$ cat src/rtl/core/lru_key_value_cache_top_assert.svh
// Assertion macros for the LRU key/value cache.
// Needs clk and arst_n in the scope that uses them; no other dependencies.
`ifndef LRU_KEY_VALUE_CACHE_TOP_ASSERT_SVH
`define LRU_KEY_VALUE_CACHE_TOP_ASSERT_SVH

// Same-cycle implication, checked outside reset
`define LKV_ASSERT_SAME(lbl, ante, cons, msg) \
	lbl: assert property (@(posedge clk) disable iff (!arst_n) (ante) |-> (cons)) \
		else $error(msg);

// Next-cycle implication, checked outside reset
`define LKV_ASSERT_NEXT(lbl, ante, cons, msg) \
	lbl: assert property (@(posedge clk) disable iff (!arst_n) (ante) |=> (cons)) \
		else $error(msg);

`endif

$ cat src/rtl/core/lkv_pkg.sv
// Shared types and constants for the LRU key/value cache.
// No dependencies; imported by the cell and the top level.
package lkv_pkg;

	typedef logic signed [31:0] word_t;

	// Command codes
	localparam logic CMD_GET = 1'b0;
	localparam logic CMD_PUT = 1'b1;

	// Register index of capacity_in_use
	localparam logic REG_CAPACITY = 1'b0;

	localparam logic [4:0] CAPACITY_RESET = 5'd16;

	typedef struct packed {
		logic  cmd;
		word_t lookup_key;
		word_t write_value;
	} lkv_req_t;

	typedef struct packed {
		logic  hit;
		word_t read_value;
		logic  evicted;
	} lkv_rsp_t;

	// Broadcast control from the sequencer to every cell
	typedef struct packed {
		logic look;     // register the key compare
		logic upd;      // apply the reorder
		logic hit;      // key found somewhere in the row
		logic put_miss; // put of a new key
		logic evict;    // drop the least recent entry
	} lkv_op_t;

	typedef enum logic [2:0] {
		ST_IDLE = 3'b001,
		ST_LOOK = 3'b010,
		ST_UPDT = 3'b100
	} lkv_state_t;

endpackage

$ cat src/rtl/core/lkv_cell.sv
// One recency slot of the LRU cache: key, value, valid mark and compare.
// Depends on lkv_pkg; takes its neighbour's contents when the row shifts.
module lkv_cell (
	input  logic            clk,
	input  logic            arst_n,
	input  lkv_pkg::lkv_op_t op,
	input  lkv_pkg::word_t  req_key,
	input  logic            tail_hit,
	input  lkv_pkg::word_t  prev_key,
	input  lkv_pkg::word_t  prev_value,
	input  logic            prev_valid,
	output lkv_pkg::word_t  key,
	output lkv_pkg::word_t  value,
	output logic            valid,
	output logic            match
);
	import lkv_pkg::*;

	word_t key_q;
	word_t value_q;
	logic  valid_q;
	logic  match_q;
	logic  shift;

	// Take the neighbour on a hit at or below this slot, or on an insert
	// that reaches this slot
	always_comb begin
		shift = 1'b0;
		if (op.upd) begin
			if (op.hit) begin
				shift = tail_hit;
			end else if (op.put_miss) begin
				shift = op.evict ? valid_q : prev_valid;
			end
		end
	end

	// Control state: valid mark and registered compare
	always_ff @(posedge clk or negedge arst_n) begin
		if (!arst_n) begin
			valid_q <= 1'b0;
			match_q <= 1'b0;
		end else begin
			if (shift) begin
				valid_q <= prev_valid;
			end
			if (op.look) begin
				match_q <= valid_q && (key_q == req_key);
			end
		end
	end

	// Payload: no reset, only read once written
	always_ff @(posedge clk) begin
		if (shift) begin
			key_q   <= prev_key;
			value_q <= prev_value;
		end
	end

	assign key   = key_q;
	assign value = value_q;
	assign valid = valid_q;
	assign match = match_q;

endmodule

$ cat src/rtl/core/lru_key_value_cache_top.sv
// Top level of the LRU key/value cache: sequencer, APB register and cell row.
// Depends on lkv_pkg, lkv_cell and lru_key_value_cache_top_assert.svh.
//
//  port group   dir  handshake            payload
//  req          in   req_valid/req_ready  lkv_req_t (cmd, lookup_key, write_value)
//  rsp          out  rsp_valid/rsp_ready  lkv_rsp_t (hit, read_value, evicted)
//  apb          in   psel/penable/pwrite  paddr, pwdata, prdata (capacity_in_use)
//
// Each item is handled in steps: transfer into the request register, a compare in
// which every cell compares its key, and an update in which the row shifts and the
// result is loaded. The sequencer handles one item at a time.
// The next item is taken while a result still waits in the output register; the
// update cycle holds until that register is free.
// Reset clears all valid marks and the occupancy at once; no clearing pass.
module lru_key_value_cache_top #(
	parameter int CAPACITY = 16
) (
	input  logic              clk,
	input  logic              arst_n,
	// configuration
	input  logic              psel,
	input  logic              penable,
	input  logic              pwrite,
	input  logic [2:0]        paddr,
	input  logic [31:0]       pwdata,
	output logic [31:0]       prdata,
	output logic              pready,
	// requests
	input  logic              req_valid,
	output logic              req_ready,
	input  lkv_pkg::lkv_req_t req,
	// results
	output logic              rsp_valid,
	input  logic              rsp_ready,
	output lkv_pkg::lkv_rsp_t rsp
);
	import lkv_pkg::*;

	localparam int CW = $clog2(CAPACITY + 1);
	localparam int EW = (CW > 5) ? CW : 5;

	lkv_state_t    state_q;
	lkv_req_t      req_q;
	lkv_rsp_t      rsp_q;
	logic          rsp_valid_q;
	logic [4:0]    cap_q;
	logic [CW-1:0] count_q;

	lkv_op_t       op;
	logic          upd_go;
	logic [EW-1:0] eff_cap;
	logic [EW-1:0] count_ext;
	logic          hit;
	logic          evict;
	logic          put_miss;
	word_t         hit_value;
	word_t         new_value;

	logic  [CAPACITY-1:0] match_vec;
	logic  [CAPACITY-1:0] valid_vec;
	logic  [CAPACITY-1:0] tail_vec;
	word_t                key_vec   [CAPACITY];
	word_t                value_vec [CAPACITY];
	word_t                prev_key  [CAPACITY];
	word_t                prev_val  [CAPACITY];
	logic  [CAPACITY-1:0] prev_vld;

	// Register port: single capacity register, always ready
	assign pready = 1'b1;
	assign prdata = (paddr[2] == REG_CAPACITY) ? {27'd0, cap_q} : 32'd0;

	always_ff @(posedge clk or negedge arst_n) begin
		if (!arst_n) begin
			cap_q <= CAPACITY_RESET;
		end else if (psel && penable && pwrite && pready && (paddr[2] == REG_CAPACITY)) begin
			cap_q <= pwdata[4:0];
		end
	end

	// Clamp capacity into 1..CAPACITY
	always_comb begin
		if (cap_q == 5'd0) begin
			eff_cap = EW'(1);
		end else if (EW'(cap_q) > EW'(CAPACITY)) begin
			eff_cap = EW'(CAPACITY);
		end else begin
			eff_cap = EW'(cap_q);
		end
	end
	assign count_ext = EW'(count_q);

	// Hit detection and hit value: keys are unique, so at most one match
	always_comb begin
		hit_value = '0;
		for (int i = 0; i < CAPACITY; i++) begin
			hit_value = hit_value | (value_vec[i] & {32{match_vec[i]}});
		end
	end
	assign hit      = |match_vec;
	assign put_miss = (req_q.cmd == CMD_PUT) && !hit;
	assign evict    = put_miss && (count_ext >= eff_cap);
	assign new_value = (req_q.cmd == CMD_GET) ? hit_value : req_q.write_value;

	// Match at this slot or further down the row
	always_comb begin
		for (int i = 0; i < CAPACITY; i++) begin
			tail_vec[i] = |(match_vec >> i);
		end
	end

	// Update proceeds once the output register is free
	assign upd_go = (state_q == ST_UPDT) && (!rsp_valid_q || rsp_ready);

	always_comb begin
		op.look     = (state_q == ST_LOOK);
		op.upd      = upd_go;
		op.hit      = hit;
		op.put_miss = put_miss;
		op.evict    = evict;
	end

	// Neighbour feed: slot 0 takes the accessed entry
	always_comb begin
		prev_key[0] = req_q.lookup_key;
		prev_val[0] = new_value;
		prev_vld[0] = 1'b1;
		for (int i = 1; i < CAPACITY; i++) begin
			prev_key[i] = key_vec[i-1];
			prev_val[i] = value_vec[i-1];
			prev_vld[i] = valid_vec[i-1];
		end
	end

	// Cell row, most recent first
	for (genvar g = 0; g < CAPACITY; g++) begin : g_cell
		lkv_cell u_cell (
			.clk        (clk),
			.arst_n     (arst_n),
			.op         (op),
			.req_key    (req_q.lookup_key),
			.tail_hit   (tail_vec[g]),
			.prev_key   (prev_key[g]),
			.prev_value (prev_val[g]),
			.prev_valid (prev_vld[g]),
			.key        (key_vec[g]),
			.value      (value_vec[g]),
			.valid      (valid_vec[g]),
			.match      (match_vec[g])
		);
	end

	// Sequencer
	assign req_ready = (state_q == ST_IDLE);

	always_ff @(posedge clk or negedge arst_n) begin
		if (!arst_n) begin
			state_q     <= ST_IDLE;
			rsp_valid_q <= 1'b0;
			count_q     <= '0;
		end else begin
			// Raise on update, drop on transfer
			if (upd_go) begin
				rsp_valid_q <= 1'b1;
			end else if (rsp_ready) begin
				rsp_valid_q <= 1'b0;
			end
			unique case (state_q)
				ST_IDLE: begin
					if (req_valid) begin
						state_q <= ST_LOOK;
					end
				end
				ST_LOOK: begin
					state_q <= ST_UPDT;
				end
				ST_UPDT: begin
					if (upd_go) begin
						state_q     <= ST_IDLE;
						if (put_miss && !evict) begin
							count_q <= count_q + CW'(1);
						end
					end
				end
				default: begin
					state_q <= ST_IDLE;
				end
			endcase
		end
	end

	// Request and result payload
	always_ff @(posedge clk) begin
		if (req_valid && req_ready) begin
			req_q <= req;
		end
		if (upd_go) begin
			rsp_q.hit        <= hit;
			rsp_q.read_value <= ((req_q.cmd == CMD_GET) && hit) ? hit_value : '0;
			rsp_q.evicted    <= evict;
		end
	end

	assign rsp_valid = rsp_valid_q;
	assign rsp       = rsp_q;

	// Checks
`include "lru_key_value_cache_top_assert.svh"

	`LKV_ASSERT_SAME(a_match_unique, state_q == ST_UPDT, $onehot0(match_vec), "duplicate key in cache")
	`LKV_ASSERT_SAME(a_valid_count, 1'b1, $countones(valid_vec) == int'(count_q), "valid marks disagree with occupancy")
	`LKV_ASSERT_SAME(a_count_bound, 1'b1, count_ext <= EW'(CAPACITY), "occupancy above capacity")
	`LKV_ASSERT_NEXT(a_result_load, upd_go, rsp_valid_q, "result not loaded after update")
	`LKV_ASSERT_SAME(a_evict_miss, rsp_valid_q, !(rsp_q.evicted && rsp_q.hit), "eviction on a hit")

endmodule
$ cat config.mk
export PLATFORM = sky130hd
export DESIGN_NAME = lru_key_value_cache_top
export DESIGN_NICKNAME = d
export VERILOG_FILES = /design/src/rtl/core/lkv_pkg.sv /design/src/rtl/core/lkv_cell.sv /design/src/rtl/core/lru_key_value_cache_top.sv
export VERILOG_INCLUDE_DIRS = /design/src /design/src/rtl/core
export SDC_FILE = /design/constraint.sdc
export NUM_CORES = 1
export LEC_CHECK = 0
export ABC_AREA = 1
export BUFFER_PORTS_ARGS = -buffer_cell sky130_fd_sc_hd__buf_2
export CAP_MARGIN = 20
export CORE_MARGIN = 2
export CORE_UTILIZATION = 25
export CTS_CLUSTER_SIZE = 30
export DETAILED_ROUTE_END_ITERATION = 10
export GPL_ROUTABILITY_DRIVEN = 1
export PLACE_DENSITY_LB_ADDON = 0.15
export SLEW_MARGIN = 30
export SYNTH_ARGS = -nofsm -noshare
export SYNTH_HDL_FRONTEND = slang
export SYNTH_SLANG_ARGS = --single-unit
$ cat constraint.sdc
create_clock -name clk -period 10.7 [get_ports clk]
set_input_delay 0.535 -clock clk [delete_from_list [all_inputs] [get_ports clk]]
set_output_delay 0.535 -clock clk [all_outputs]
set_load 0.01 [all_outputs]
**Yosys cells after proc, flatten, opt, wreduce, memory -nomap -nowiden**

Index checks and enable logic that the tools add are counted.
W data, S select, Z words.

- Equal/unequal tests: 21
- Magnitude comparators: 2
- Bitwise operators: 33
- Add/sub/neg operators: 1
- Multiplexer cells: 73
- Reduce and logical (&&, ||, !) cells: 48

Operators with widths:

| kind | number |
|---|---|
| $and A32 B32 Y32 | 16 |
| $eq A32 B32 Y1 | 16 |
| $or A32 B32 Y32 | 15 |
| $mux W1 | 66 |
| $mux W32 | 1 |
| $logic_and A1 B1 Y1 | 25 |
| $reduce_or A16 Y1 | 1 |
| $mux W5 | 3 |
| $reduce_or A15 Y1 | 1 |
| $reduce_or A14 Y1 | 1 |
| $reduce_or A13 Y1 | 1 |
| $reduce_or A12 Y1 | 1 |
| $reduce_or A11 Y1 | 1 |
| $reduce_or A10 Y1 | 1 |
| $pmux W3 S3 | 1 |
| $reduce_or A9 Y1 | 1 |
| $reduce_or A8 Y1 | 1 |
| $reduce_or A7 Y1 | 1 |
| $mux W3 | 2 |
| $reduce_or A6 Y1 | 1 |
| $add A5 B1 Y5 const B | 1 |
| $ge A5 B5 Y1 | 1 |
| $gt A5 B5 Y1 const B | 1 |
| $logic_not A5 Y1 | 1 |
| other kinds (14) | 18 |

- Register bits: 1169
- Word-level logic and storage cells: 252
- Input bits: 107
- Output and inout bits: 69

**Longest topological paths before layout**

Gate-level depths: netlist of the first run.

- Word-level depth: 17
- Mapped depth: 15
- Depth with buffers taken out: 14

**Modules after synthesis**

A second synthesis of the first run with hierarchy kept.

- Cell total of the unflattened synthesis: 4631
- Area, all modules: 50011.7 um^2

Modules (own cells, without submodules):

| module | seq. area each (um^2) | cells each | area an instance (um^2) | instances |
|---|---|---|---|---|
| lkv_cell | 1971.9 | 205 | 2587.5 | 16 |
| lru_key_value_cache_top | 3325.7 | 1351 | 8612.0 | 1 |

**Worst setup path before layout of the first run**

OpenSTA, ideal clock, no wires.

- Path type: flip-flop to flip-flop
- From: register state_q[0]
- To: register req_q (netlist bit prev_key[480]) (enable)
- Data required time: 10211 ps
- Path slack: 6451 ps
- Arrival time: 3761 ps
- Stages on the path, launching flop included: 5
- Cells stage by stage: dfstp_2 -> inv_1 -> nor3_1 -> inv_1 -> nor2_1

- Word-level cells in the longest chain between the ends: 2

Ends and longest elaborated chain:

| element | RTL line | source |
|---|---|---|
| start: declaration | lru_key_value_cache_top.sv:42 | `lkv_state_t state_q;` |
| start signal: assignment | lru_key_value_cache_top.sv:157 | `state_q <= ST_IDLE;` |
| start signal: assignment | lru_key_value_cache_top.sv:170 | `state_q <= ST_LOOK;` |
| start signal: assignment | lru_key_value_cache_top.sv:174 | `state_q <= ST_UPDT;` |
| $eq A3 B1 Y1 | lru_key_value_cache_top.sv:153 | `assign req_ready = (state_q == ST_IDLE);` |
| via req_ready | lru_key_value_cache_top.sv:30 | `output logic req_ready,` |
| $logic_and A1 B1 Y1 | lru_key_value_cache_top.sv:193 | `if (req_valid && req_ready) begin` |
| end signal: assignment | lru_key_value_cache_top.sv:194 | `req_q <= req;` |
| end: declaration | lru_key_value_cache_top.sv:43 | `lkv_req_t req_q;` |

The timed path passes the listed nets, and every way through them passes these cells.
A chain may end at the register's enable or synchronous reset.

**Worst setup path in the final report of the first run**

- From: register cap_q[3]
- To: register g_cell[0].u_cell.key_q[12] (enable)

- Word-level cells in the longest chain between the ends: 9
- Elaborated cells between the ends (all ways): 10
- Classes of those cells: 2 x order compare; 6 x mux; 2 x reduce/logical

Ends and longest elaborated chain:

| element | RTL line | source |
|---|---|---|
| start: declaration | lru_key_value_cache_top.sv:46 | `logic [4:0] cap_q;` |
| start signal: assignment | lru_key_value_cache_top.sv:76 | `cap_q <= pwdata[4:0];` |
| $gt A5 B5 Y1 | lru_key_value_cache_top.sv:84 | `end else if (EW'(cap_q) > EW'(CAPACITY)) begin` |
| $mux W5 | lru_key_value_cache_top.sv:84 |  |
| $mux W5 (*) | lru_key_value_cache_top.sv:82 | `if (cap_q == 5'd0) begin` |
| $ge A5 B5 Y1 (*) | lru_key_value_cache_top.sv:101 | `assign evict = put_miss && (count_ext >= eff_cap);` |
| $logic_and A1 B1 Y1 (*) | lru_key_value_cache_top.sv:101 |  |
| $mux W1 (*) | lkv_cell.sv:33 | `shift = op.evict ? valid_q : prev_valid;` |
| $mux W1 (*) | lkv_cell.sv:32 | `end else if (op.put_miss) begin` |
| $mux W1 (*) | lkv_cell.sv:30 | `if (op.hit) begin` |
| $mux W1 (*) | lkv_cell.sv:29 | `if (op.upd) begin` |
| via g_cell[0].u_cell.shift | lkv_cell.sv:23 | `logic shift;` |
| end signal: assignment | lkv_cell.sv:56 | `key_q <= prev_key;` |
| end: declaration | lkv_cell.sv:19 | `word_t key_q;` |

The timed path passes the listed nets; every way through them passes the cells marked *.

==> results.env, run 1 <==
RUN_STATUS='completed'
SYNTH.DISTINCT_CELLS=46
DRT_DRC_VIOLATIONS_LEFT=0
CTS_POST_SETUP_BUFFERS_INSERTED=0
WORSTREG2REGSTART='cap_q[3]'
FILL_CELLS=19000
RSZ0062_AT_GRT='no'
POWER.SWITCHING_FRACTION_PCT=25.8
NETLIST.AREA_LEADER.SHARE_PCT=71.3
WORSTPATHMAXFANOUT=41
CTSHOLDBUFFERS=71
SYNTH_AREA_MM2=0.0473
INITIAL_CORE_UTIL_PCT=25.2
ENDPOINT_OF_THE_MOST_CRITICAL_REGISTER_TO_REGISTER_PATH='g_cell[0].u_cell.key[12]'
DOMINANTREGCELLSYNTH='sky130_fd_sc_hd__edfxtp_1'
WORST_R2R_PATH_DEPTH=15
YOSYS_REG_BITS=1169
FINAL_CORE_UTILIZATION_PCT=29.7
DIE_AREA_MM2=0.193
AREA_GROWTH_PCT=18.1
PORTBUFFERS=118
POSTCTSRESIZEDCELLS=0
MAXCAPVIOLCOUNT=0
SYNTH.AREA.TOP_CELLS='sky130_fd_sc_hd__edfxtp_1 (71%), sky130_fd_sc_hd__nand2_1 (7.4%), sky130_fd_sc_hd__dfrtp_1 (2.3%)'
MAXCLOCKFREQUENCY_GHz=0.254
SHARE_COMB_OF_TOTAL_POWER_PCT=10.2
CRITICAL_PATH.STARTPOINT='cap_q[3]'
POST_SYNTH.CELL_AREA_AVG_UM2=13.0
YOSYS_WARNINGS=0
CHIPHEIGHT_UM=439
GLOBALROUTEOVERFLOWTOTAL=0
STDCELL_AREA_MM2=0.0559
REPORT.FINAL.SLEW_VIOL_COUNT=0
TOTAL_POWER_mW=10.9
SETUP-TNS-FINAL_NS=0
GRT_PASS1_WL_UM=215000
STATIC-LEAKAGE-POWER_nW=19.8
SYNTH_ENABLE_FLOP_CELLS=1123
TRACK_USAGE_PCT=15.6
WORST_SETUP_PATH_START_KIND='register'
FLOORPLAN.DIE.WIDTH_UM=439
I_O_PIN_COUNT=176
NUMCLOCKSINKS=1169
WL_UM=151000
RELSLEWSLACK_PCT=34.5
NUMBER_OF_BUFFERS_CREATED_BY_CTS=140
SYNTH_LARGEST_AREA_CELL='sky130_fd_sc_hd__edfxtp_1'
POWER_FRAC_SEQ_PCT=48.0
POSTROUTEANTENNANETS=0
HP-CLASS='input port to register'
FINALCRITICALPERIOD_NS=3.94
ROUTED_VIA_DENSITY=4.44
YOSYSSEQAREASHARE_PCT=73.7
CTS_TREE='done'
FINAL_NET_COUNT=4003
FINAL_HOLD_VIOL_COUNT=0
ASYNC_RESET_FF_SHARE_PCT=3.93
ROUTED_WIRELENGTH_NORMALIZED_BY_INSTANCE_COUNT_UM=23.3
INTERNAL-POWER_mW=8.07
FINALSETUPVIOLATIONS=0
NUM_ROWS=159
CLKPWRFRAC_PCT=41.8
P_SW_mW=2.81
CTS-HTREE-LEVELS=4
POWER-PER-CELL-AREA_mW_PER_MM2=195
DETAIL_ROUTE.ITER0.VIOLATIONS=2093
CLK_LATENCY_NS=0.79
REQUIRED_NS=11.10
VDD_DROP_MAX_mV=0.118
WORST_SETUP_PATH_ENDPOINT='g_cell[0].u_cell.key[12]'
CTS.REPORTEDPATHS.CLKPINSLEW_NS=0.06
DETAIL_ROUTE.FIRST_PASS.ITERATIONS=5
DETAILED_PLACE_HPWL_UM=97700
ANTENNA_FOUND_INITIAL=3
VIAS=28800
SYNTH_CELLS=3644
FINALCLOCKSKEW_NS=0.0323
DPL_CELL_AREA_MM2=0.0509
TIGHTESTPINTRANSITION_NS=0.982
CRITICAL_PATH_DATA_ARRIVAL_TIME_NS=4.34
FINAL.PERIOD_UTILIZATION_PCT=36.8
MULTIINPUTGATEAREA_MM2=0.0109
GPL.FINAL_WEIGHTED_CONGESTION=0.851
AREA.SEQUENTIAL_MM2=0.0349
CLOCK-ROOT-BUFFER='sky130_fd_sc_hd__clkbuf_16'
VIAS_IN_THE_FIRST_GLOBAL_ROUTE=29300
WORST-R2R-SETUP-SLACK_NS=6.76
LARGEST_NET_DEGREE_AT_THE_START_OF_GLOBAL_ROUTING=66
END_KIND='register'
CTSLONGESTPATHBUFFERS=3
LAYOUT-DRIVE-GT1-SHARE_PCT=11.9
WORST-SETUP-PATH-TYPE='register to register'
CORE_AREA_MM2=0.188
metal layers:
layer / part of all wire (%) / vias to the layer above / wire (um) / global-route usage, %
li1: - / 13400 / - / -
met1: 46 / 14500 / 69100 / 21.0
met2: 48 / 679 / 72800 / 26.1
met3: 3.9 / 200 / 5880 / 2.12
met4: 2.4 / 0 / 3630 / 4.72
met5: 0 / - / 0 / 0
layout make-up:
| cell class | count | area share [%] |
|---|---|---|
| Clock inverter | 59 | 0.748 |
| Antenna cell | 3 | 0.0134 |
| Timing Repair Buffer | 264 | 3.37 |
| Sequential cell | 1169 | 62.5 |
| Multi-Input combinational cell | 2110 | 19.4 |
| Clock buffer | 192 | 6.96 |
| Tap cell | 2495 | 5.59 |
| Inverter | 205 | 1.44 |
through the flow:
| stage | hold slack (ns) | std cells | worst slack (ns) |
|---|---|---|---|
| 3_3_place_gp | 0.429 | 6171 | 6.75 |
| 6_report | 0.0782 | 6497 | 6.76 |
| 2_1_floorplan | 0.239 | 3670 | 6.45 |
| 3_5_place_dp | 0.432 | 6172 | 6.78 |
| 4_1_cts | 0.00340 | 6494 | 6.73 |
| 5_1_grt | 0.0430 | 6495 | 6.48 |
cells by family (layout without fill, tap and decap cells):
kind of cell	Yosys count	after routing	synth area share (%)
adder cells (fa/ha/maj)	6	6	0.159
flip-flops	1169	1169	73.7
other	2	31	0.0159
XOR/XNOR	202	202	3.74
buffers and inverters	391	720	3.63
AO/OA/AOI/OAI	407	407	5.84
AND/OR/NAND/NOR	1467	1467	12.9
synth_stat cells (12+ instances only):
library cell / number
sky130_fd_sc_hd__or2_2: 30
sky130_fd_sc_hd__clkbuf_1: 67
sky130_fd_sc_hd__nor2_1: 254
sky130_fd_sc_hd__nand3_1: 87
sky130_fd_sc_hd__dfrtp_1: 44
sky130_fd_sc_hd__inv_1: 196
sky130_fd_sc_hd__xnor2_1: 85
sky130_fd_sc_hd__a22o_1: 57
sky130_fd_sc_hd__xor2_1: 117
sky130_fd_sc_hd__buf_4: 30
sky130_fd_sc_hd__nand4_1: 71
sky130_fd_sc_hd__a21oi_1: 27
sky130_fd_sc_hd__edfxtp_1: 1123
sky130_fd_sc_hd__a221oi_1: 99
sky130_fd_sc_hd__nand2_1: 931
sky130_fd_sc_hd__o21ai_0: 138
sky130_fd_sc_hd__nor3_1: 63
sky130_fd_sc_hd__buf_1: 12
sky130_fd_sc_hd__o22ai_1: 57
sky130_fd_sc_hd__buf_2: 70
critical path: stages, from the launching register on:
cell                      delay [ns]
sky130_fd_sc_hd__dfrtp_1        0.39
sky130_fd_sc_hd__nor2_1         0.13
sky130_fd_sc_hd__nand3_1        0.08
sky130_fd_sc_hd__a21oi_1        0.20
sky130_fd_sc_hd__ha_1           0.27
sky130_fd_sc_hd__nand2_1        0.06
sky130_fd_sc_hd__nor2_1         0.03
sky130_fd_sc_hd__nand2_1        0.44
sky130_fd_sc_hd__nand3_1        0.13
sky130_fd_sc_hd__buf_4          0.24
sky130_fd_sc_hd__inv_2          0.14
sky130_fd_sc_hd__o21ai_0        0.09
sky130_fd_sc_hd__nand2_1        0.09
sky130_fd_sc_hd__nand2_1        0.12
sky130_fd_sc_hd__inv_4          0.44
sky130_fd_sc_hd__buf_4          0.60
state kept, by name (all words and copies together) (netlist names):
| name | count |
|---|---|
| g_cell.u_cell.value | 512 |
| prev_key | 32 |
| g_cell.u_cell.match | 16 |
| g_cell.u_cell.valid | 16 |
| rsp | 34 |
| cap_q | 5 |
| req_q | 33 |
| state_q | 3 |
| count_ext | 5 |
| rsp_valid | 1 |
| g_cell.u_cell.key | 512 |
cell usage in the layout, fill, tap and decap left out, types with 4 or more instances in the layout:
master	netlist	routed
sky130_fd_sc_hd__edfxtp_1	1123	1123
sky130_fd_sc_hd__clkbuf_8	0	6
sky130_fd_sc_hd__nand2_1	931	931
sky130_fd_sc_hd__o21ai_0	138	138
sky130_fd_sc_hd__clkbuf_16	0	146
sky130_fd_sc_hd__inv_4	1	11
sky130_fd_sc_hd__dfrtp_1	44	28
sky130_fd_sc_hd__clkinv_2	0	19
sky130_fd_sc_hd__nand4_1	71	71
sky130_fd_sc_hd__buf_4	30	73
sky130_fd_sc_hd__nor3_1	63	63
sky130_fd_sc_hd__a221oi_1	99	99
sky130_fd_sc_hd__dfrtp_2	0	16
sky130_fd_sc_hd__ha_1	6	6
sky130_fd_sc_hd__nor2_4	4	5
sky130_fd_sc_hd__dlygate4sd3_1	0	71
sky130_fd_sc_hd__o211ai_1	4	4
sky130_fd_sc_hd__nand2_4	2	7
sky130_fd_sc_hd__nand3_1	87	87
sky130_fd_sc_hd__inv_2	6	9
sky130_fd_sc_hd__clkinv_1	2	25
sky130_fd_sc_hd__bufinv_16	0	4
sky130_fd_sc_hd__a22o_1	57	57
sky130_fd_sc_hd__a21oi_1	27	27
sky130_fd_sc_hd__nor4_1	5	4
sky130_fd_sc_hd__xor2_1	117	117
sky130_fd_sc_hd__o21ai_1	7	7
sky130_fd_sc_hd__inv_1	196	182
sky130_fd_sc_hd__o22ai_1	57	57
sky130_fd_sc_hd__inv_6	0	9
sky130_fd_sc_hd__clkinvlp_4	0	4
sky130_fd_sc_hd__conb_1	2	28
sky130_fd_sc_hd__nor2_1	254	253
sky130_fd_sc_hd__xnor2_1	85	85
sky130_fd_sc_hd__buf_2	70	118
sky130_fd_sc_hd__or2_2	30	30
sky130_fd_sc_hd__clkbuf_1	67	40
sky130_fd_sc_hd__o2111ai_1	9	9
worst min path at each step:
stage | to | startpoint | cells after the start
floorplan | cap_q[0] | arst_n | 0
global placement | g_cell[15].u_cell.value[27] | g_cell[14].u_cell.value[27] | 0
detailed placement | g_cell[7].u_cell.value[19] | g_cell[6].u_cell.value[19] | 0
CTS | prev_key[480] | req[32] | 1
global route | prev_key[480] | req[32] | 1
finish | prev_key[480] | req[32] | 1
power groups by stage:
stage | clock network (mW) | registers, mW | logic, mW
floorplan | 0 | 5.28 | 0.647
global placement | 0 | 5.32 | 1.12
detailed placement | 0 | 5.32 | 1.12
CTS | 4.69 | 5.22 | 1.14
global route | 4.85 | 5.23 | 1.24
finish | 4.55 | 5.22 | 1.11
Note: power is estimated with default switching activity, not from simulation.
==> inputs of run 2 (changes only) <==
- clock period: 10.7 -> 3.52 ns (I/O delays scaled with it)
==> results.env, run 2 (same netlist as run 1, synthesis figures left out) <==
RUN_STATUS='completed'
INTERNAL-POWER_mW=24.8  # +210%
GPL.FINAL_WEIGHTED_CONGESTION=0.864  # +1.5%
FINAL.PERIOD_UTILIZATION_PCT=85.1  # +48 points
STATIC-LEAKAGE-POWER_nW=20.3  # +2.4%
DIE_AREA_MM2=0.193  # unchanged
RELSLEWSLACK_PCT=40.8  # +6.3 points
ROUTED_WIRELENGTH_NORMALIZED_BY_INSTANCE_COUNT_UM=23.2  # -0.37%
CTS.REPORTEDPATHS.CLKPINSLEW_NS=0.06  # about the same
DRT_DRC_VIOLATIONS_LEFT=0  # unchanged
DETAIL_ROUTE.ITER0.VIOLATIONS=2593  # +24%
RSZ0062_AT_GRT='no'
WORSTPATHMAXFANOUT=32  # -22%
FINAL_CORE_UTILIZATION_PCT=30.3  # +0.57 points
CTS_TREE='done'
DETAIL_ROUTE.FIRST_PASS.ITERATIONS=5  # unchanged
P_SW_mW=8.65  # +210%
NUM_ROWS=159  # unchanged
HP-CLASS='input port to register'
FINAL_NET_COUNT=4074  # +1.8%
FINALCRITICALPERIOD_NS=3.00  # -0.943 ns
POWER_FRAC_SEQ_PCT=47.6  # -0.4 points
SETUP-TNS-FINAL_NS=0  # unchanged
SHARE_COMB_OF_TOTAL_POWER_PCT=10.7  # +0.5 points
VIAS=29100  # +1.0%
DETAILED_PLACE_HPWL_UM=103000  # +5.1%
POST_PLACEMENT_SETUP_SLACK_NS=0.534  # -6.24 ns
AREA_GROWTH_PCT=20.3
CTS-HTREE-LEVELS=4  # unchanged
CHIPHEIGHT_UM=439  # unchanged
VDD_DROP_MAX_mV=0.335  # +180%
LARGEST_NET_DEGREE_AT_THE_START_OF_GLOBAL_ROUTING=65  # -1.5%
CTSLONGESTPATHBUFFERS=3  # unchanged
CORE_AREA_MM2=0.188  # unchanged
CRIT_CHAIN='inv_1 > ha_1 > nand2_1 > inv_1 > a21oi_1 > nand3_1 > buf_4 > nand2_1 > nand3_1 > nand2_1 > nand2_1 > inv_4 > buf_12'
FINALSETUPVIOLATIONS=0  # unchanged
TIMING.CRITICAL_PATH.MAX_DELAY_FAMILY='buffers and inverters'
WL_UM=153000  # +0.75%
INITIAL_CORE_UTIL_PCT=25.2  # unchanged
WORST-SETUP-PATH-TYPE='register to register'
LAYOUT_COMMON_CELLS='sky130_fd_sc_hd__edfxtp_1 (1123), sky130_fd_sc_hd__nand2_1 (931), sky130_fd_sc_hd__nor2_1 (253), sky130_fd_sc_hd__inv_1 (184), sky130_fd_sc_hd__clkbuf_16 (143)'
POSTCTSRESIZEDCELLS=0  # unchanged
HOLD-WORST-SLACK_NS=0.103  # +0.0246 ns
CRITICAL_PATH_DATA_ARRIVAL_TIME_NS=3.46  # -0.88 ns
FLOORPLAN.DIE.WIDTH_UM=439  # unchanged
REQUIRED_NS=3.99  # -7.11 ns
MULTIINPUTGATEAREA_MM2=0.0109  # about the same
CLOCK-ROOT-BUFFER='sky130_fd_sc_hd__clkbuf_16'
AREA.SEQUENTIAL_MM2=0.0349  # unchanged
MAXCLOCKFREQUENCY_GHz=0.334  # +31%
POWER-PER-CELL-AREA_mW_PER_MM2=587  # +200%
POWER.SWITCHING_FRACTION_PCT=25.9  # +0.066 points
LAYOUT-DRIVE-GT1-SHARE_PCT=13.0  # +1.1 points
ANTENNA_FOUND_INITIAL=9  # +6
I_O_PIN_COUNT=176  # unchanged
PORTBUFFERS=118  # unchanged
VIAS_IN_THE_FIRST_GLOBAL_ROUTE=29500  # +0.83%
CP_SLOWEST_STAGE_DELAY_NS=0.53  # -0.07 ns
ROUTED_VIA_DENSITY=4.43  # -0.12%
TIGHTESTPINTRANSITION_NS=0.888  # -0.0946 ns
WORST_SETUP_PATH_START_KIND='register'
POSTLAYOUTSETUPSLACKWORST_NS=0.523  # -6.24 ns
REPORT.FINAL.SLEW_VIOL_COUNT=0  # unchanged
CRIT_PATH_FREQUENT_CELL='sky130_fd_sc_hd__nand2_1'
PATH_BUF_INV=5  # +1
FINALCLOCKSKEW_NS=0.0351  # +0.00275 ns
TRACK_USAGE_PCT=15.8  # +0.14 points
MAXCAPVIOLCOUNT=0  # unchanged
MOST_FREQUENT_STANDARD_CELL_IN_THE_LAYOUT_EXCLUDING_FILL_AND_TAP_CELLS='sky130_fd_sc_hd__edfxtp_1'
CRITICAL-PATH-SLOWEST-CELL='sky130_fd_sc_hd__dfstp_2'
CLK_LATENCY_NS=0.78  # about the same
FINAL_HOLD_VIOL_COUNT=0  # unchanged
END_KIND='register'
GLOBALROUTEOVERFLOWTOTAL=0  # unchanged
POSTROUTEANTENNANETS=0  # unchanged
CTSHOLDBUFFERS=86  # +21%
FILL_CELLS=18900  # -0.58%
NUMCLOCKSINKS=1169  # unchanged
NUMBER_OF_BUFFERS_CREATED_BY_CTS=138  # -1.4%
CLKPWRFRAC_PCT=41.7  # about the same
CTS_POST_SETUP_BUFFERS_INSERTED=0  # unchanged
GRT_PASS1_WL_UM=217000  # +1.1%
-- run 2: cell types whose count changed in the layout (fill, tap and decap cells not counted), moves of 3 or more --
cell | before | now
sky130_fd_sc_hd__buf_12 | 1 | 39
sky130_fd_sc_hd__buf_4 | 73 | 94
sky130_fd_sc_hd__bufinv_16 | 4 | 7
sky130_fd_sc_hd__clkbuf_1 | 40 | 35
sky130_fd_sc_hd__clkbuf_16 | 146 | 143
sky130_fd_sc_hd__clkinv_1 | 25 | 32
sky130_fd_sc_hd__dlygate4sd3_1 | 71 | 85
sky130_fd_sc_hd__inv_2 | 9 | 6
sky130_fd_sc_hd__inv_6 | 9 | 6
-- run 2: cell type report --
type / count / area share (%)
Antenna cell: 3 / 0.0132
Clock buffer: 184 / 6.66
Inverter: 205 / 1.40
Timing Repair Buffer: 337 / 5.15
Tap cell: 2495 / 5.48
Sequential cell: 1169 / 61.3
Multi-Input combinational cell: 2110 / 19.1
Clock inverter: 67 / 0.943
-- run 2: layer usage --
| layer | vias up | wire, um | share of wire [%] | global-route usage, % |
|---|---|---|---|---|
| met2 | 721 | 70800 | 46 | 25.4 |
| met5 | - | 0 | 0 | 0 |
| met4 | 0 | 4120 | 2.7 | 5.15 |
| li1 | 13500 | - | - | - |
| met3 | 209 | 6290 | 4.1 | 2.33 |
| met1 | 14600 | 71400 | 47 | 21.7 |
-- run 2: per-stage QoR --
step	cells	area [um2]	power, mW
floorplan	3670	47400	18.0
global placement	6230	51700	19.8
detailed placement	6230	51700	19.8
CTS	6567	56900	33.9
global route	6569	56900	34.7
finish	6570	56900	33.4
-- run 2: final timing paths --
kind,end,slack (ns),cells after the start,startpoint
worst max register to register,g_cell[4].u_cell.key[4],0.52,13,cap_q[4]
min in group asynchronous,state_q[0],0.57,3,arst_n
max in group asynchronous,g_cell[13].u_cell.match,2.44,4,arst_n
worst min register to register,g_cell[2].u_cell.value[17],0.43,0,g_cell[1].u_cell.value[17]
worst max-delay path,g_cell[4].u_cell.key[4],0.52,13,cap_q[4]
worst min-delay path,prev_key[505],0.10,2,req[57]
-- run 2: power by group through the flow --
stage	registers, mW	logic (mW)	clock network [mW]
2_1_floorplan	16.1	1.97	0
3_3_place_gp	16.2	3.54	0
3_5_place_dp	16.2	3.54	0
4_1_cts	15.9	3.65	14.3
5_1_grt	15.9	3.94	14.8
6_report	15.9	3.58	13.9
==> inputs of run 3 (changes only) <==
- CTS_BUF_LIST: default -> sky130_fd_sc_hd__clkbuf_2 sky130_fd_sc_hd__clkbuf_4 sky130_fd_sc_hd__clkbuf_8
- CTS_CLUSTER_SIZE: 30 -> 14
- clock period: 3.52 -> 3.15 ns (I/O delays scaled with it)
==> results.env, run 3 (same netlist as run 1, synthesis figures left out) <==
VIAS=29900  # +2.7%
PATH_BUF_INV=6  # +1
CRIT_PATH_FREQUENT_CELL='sky130_fd_sc_hd__nand2_1'
LAYOUT_COMMON_CELLS='sky130_fd_sc_hd__edfxtp_1 (1123), sky130_fd_sc_hd__nand2_1 (931), sky130_fd_sc_hd__nor2_1 (253), sky130_fd_sc_hd__clkbuf_8 (210), sky130_fd_sc_hd__inv_1 (185)'
MAXCAPVIOLCOUNT=0  # unchanged
TOTAL_POWER_mW=36.1  # +8.1%
AREA.SEQUENTIAL_MM2=0.0349  # unchanged
CP_SLOWEST_STAGE_DELAY_NS=0.53  # about the same
HOLD_DEPTH=5  # +3
RELSLEWSLACK_PCT=44.2  # +3.3 points
ROUTED_VIA_DENSITY=4.40  # -0.69%
LAYOUT-DRIVE-GT1-SHARE_PCT=16.1  # +3.1 points
DIE_AREA_MM2=0.193  # unchanged
REPORT.FINAL.SLEW_VIOL_COUNT=0  # unchanged
GPL.FINAL_WEIGHTED_CONGESTION=0.832  # -3.7%
CTS-HTREE-LEVELS=4  # unchanged
CORE_AREA_MM2=0.188  # unchanged
GLOBALROUTEOVERFLOWTOTAL=0  # unchanged
DETAILED_PLACE_HPWL_UM=108000  # +5.0%
DETAIL_ROUTE.FIRST_PASS.ITERATIONS=6  # +1
HP-CLASS='input port to register'
POWER-PER-CELL-AREA_mW_PER_MM2=624  # +6.3%
REQUIRED_NS=3.82  # -0.17 ns
TRACK_USAGE_PCT=16.1  # +0.33 points
WL_MET3_UM=6630  # +5.4%
GRT_PASS1_WL_UM=222000  # +2.4%
HIGHEST_LAYER='met4'
INITIAL_CORE_UTIL_PCT=25.2  # unchanged
TIMING.CRITICAL_PATH.MAX_DELAY_FAMILY='buffers and inverters'
STATIC-LEAKAGE-POWER_nW=20.8  # +2.5%
HOLD_END='rsp_valid'
FINAL_HOLD_VIOL_COUNT=0  # unchanged
FINALCRITICALPERIOD_NS=2.92  # -0.0735 ns
NUMCLOCKSINKS=1169  # unchanged
FLOORPLAN.DIE.WIDTH_UM=439  # unchanged
FINAL_CORE_UTILIZATION_PCT=30.8  # +0.51 points
CHIPHEIGHT_UM=439  # unchanged
POSTROUTEANTENNANETS=0  # unchanged
FINAL.PERIOD_UTILIZATION_PCT=92.8  # +7.7 points
POSTLAYOUTSETUPSLACKWORST_NS=0.226  # -0.297 ns
FINAL_NET_COUNT=4252  # +4.4%
LARGEST_NET_DEGREE_AT_THE_START_OF_GLOBAL_ROUTING=68  # +4.6%
I_O_PIN_COUNT=176  # unchanged
CRITICAL_PATH_DATA_ARRIVAL_TIME_NS=3.60  # +0.14 ns
WORST_SETUP_PATH_START_KIND='register'
CTS_TREE='done'
WORST_R2R_PATH_DEPTH=13  # unchanged
WORSTPATHMAXFANOUT=12  # -63%
ANTENNA_FOUND_INITIAL=5  # -4
RUN_STATUS='completed'
CTSLONGESTPATHBUFFERS=3  # unchanged
NUM_ROWS=159  # unchanged
AREA_GROWTH_PCT=22.4
M1WIRELENGTH_UM=72000  # +0.93%
VIAS_IN_THE_FIRST_GLOBAL_ROUTE=31100  # +5.3%
ROUTED_WIRELENGTH_NORMALIZED_BY_INSTANCE_COUNT_UM=22.8  # -1.7%
CRIT_CHAIN='inv_1 > ha_1 > nand2_1 > inv_1 > a21oi_4 > buf_4 > buf_4 > nand4_1 > nand3_1 > nand2_1 > nand2_1 > clkinvlp_4 > buf_12'
NUMBER_OF_BUFFERS_CREATED_BY_CTS=209  # +51%
MULTIINPUTGATEAREA_MM2=0.0109  # +0.10%
VDD_DROP_MAX_mV=0.329  # -1.7%
CLK_LATENCY_NS=0.96  # +0.18 ns
MAXCLOCKFREQUENCY_GHz=0.342  # +2.5%
DETAIL_ROUTE.ITER0.VIOLATIONS=2221  # -14%
FINALSETUPVIOLATIONS=0  # unchanged
PORTBUFFERS=118  # unchanged
HOLDCRITSTARTPOINT='rsp_ready'
WORSTREG2REGSTART='cap_q[4]'
CLOCK-ROOT-BUFFER='sky130_fd_sc_hd__clkbuf_8'
MOST_FREQUENT_STANDARD_CELL_IN_THE_LAYOUT_EXCLUDING_FILL_AND_TAP_CELLS='sky130_fd_sc_hd__edfxtp_1'
TIGHTESTPINTRANSITION_NS=0.837  # -0.0509 ns
WORST-R2R-SETUP-SLACK_NS=0.23  # -0.30 ns
CRITICAL-PATH-SLOWEST-CELL='sky130_fd_sc_hd__dfstp_2'
ENDPOINT_OF_THE_MOST_CRITICAL_REGISTER_TO_REGISTER_PATH='g_cell[9].u_cell.value[21]'
FILL_CELLS=18800  # -0.30%
POST_PLACEMENT_SETUP_SLACK_NS=0.0459  # -0.488 ns
WL_UM=155000  # +1.7%
FINALCLOCKSKEW_NS=0.0673  # +0.0322 ns
DRT_DRC_VIOLATIONS_LEFT=0  # unchanged
CTS.REPORTEDPATHS.CLKPINSLEW_NS=0.05  # about the same
MET2_LENGTH_UM=71900  # +1.5%
WORST-SETUP-PATH-TYPE='register to register'
END_KIND='register'
==> run 3: cell types whose count changed in the layout (fill, tap and decap cells not counted), sizes merged <==
cell / change
clkbuf: +85
dlygate4sd3: +72
buf: +35
clkinv: +32
clkinvlp: +10
inv: -7
==> run 3: layout make-up <==
cell class,instances,area share [%]
sequential,1169,60.3
multi-input combinational,2110,18.8
timing repair buffer,444,7.15
clock buffer,269,5.76
tap,2495,5.39
inverter,205,1.40
clock inverter,102,1.26
antenna,3,0.0130
==> run 3: power by group <==
| part | switching, mW | total, mW | internal, mW |
|---|---|---|---|
| clock network | 6.64 | 14.2 | 7.51 |
| logic | 2.88 | 4.27 | 1.38 |
| registers | 0.284 | 17.7 | 17.4 |
| total | 9.81 | 36.1 | 26.3 |
==> run 3: tightest hold or removal path, stage by stage <==
cell	delay (ns)
sky130_fd_sc_hd__dlygate4sd3_1	0.52
sky130_fd_sc_hd__buf_2	0.16
sky130_fd_sc_hd__nor2_1	0.06
sky130_fd_sc_hd__inv_1	0.10
sky130_fd_sc_hd__nand2_1	0.07
==> run 3: metrics by stage <==
step | hold slack [ns] | cells | area (um2) | TNS [ns]
2_1_floorplan | -0.138 | 3670 | 47500 | 0
3_3_place_gp | 0.334 | 6265 | 52200 | 0
3_5_place_dp | 0.197 | 6265 | 52200 | 0
4_1_cts | 0.0840 | 6794 | 57900 | 0
5_1_grt | 0.111 | 6795 | 57900 | -0.108
6_report | 0.170 | 6797 | 57900 | 0
==> run 3: how the worst max path moves through the flow <==
| stage | cells after the start | startpoint | slack (ns) | endpoint |
|---|---|---|---|---|
| floorplan | 12 | cap_q[4] | 0.08 | g_cell[0].u_cell.key[0] |
| global placement | 15 | cap_q[4] | 0.02 | g_cell[0].u_cell.key[8] |
| detailed placement | 15 | cap_q[4] | 0.05 | g_cell[0].u_cell.key[7] |
| CTS | 15 | cap_q[4] | 0.02 | g_cell[0].u_cell.key[2] |
| global route | 15 | cap_q[4] | -0.01 | g_cell[0].u_cell.key[3] |
| finish | 13 | cap_q[4] | 0.23 | g_cell[9].u_cell.value[21] |
==> run 3: timing repair <==
item | 4_1_cts | 5_1_grt
buffers inserted | 0 | 0
resized for setup | 0 | 2
hold buffers | 158 | 0
setup endpoints to repair | 0 | 696
endpoints found under the hold margin | 188 | 0
==> run 3: routing by layer <==
| layer | global-route usage [%] | up-vias |
|---|---|---|
| li1 | - | 13900 |
| met1 | 21.8 | 15000 |
| met2 | 26.0 | 798 |
| met3 | 2.50 | 239 |
| met4 | 5.70 | 0 |
| met5 | 0 | - |
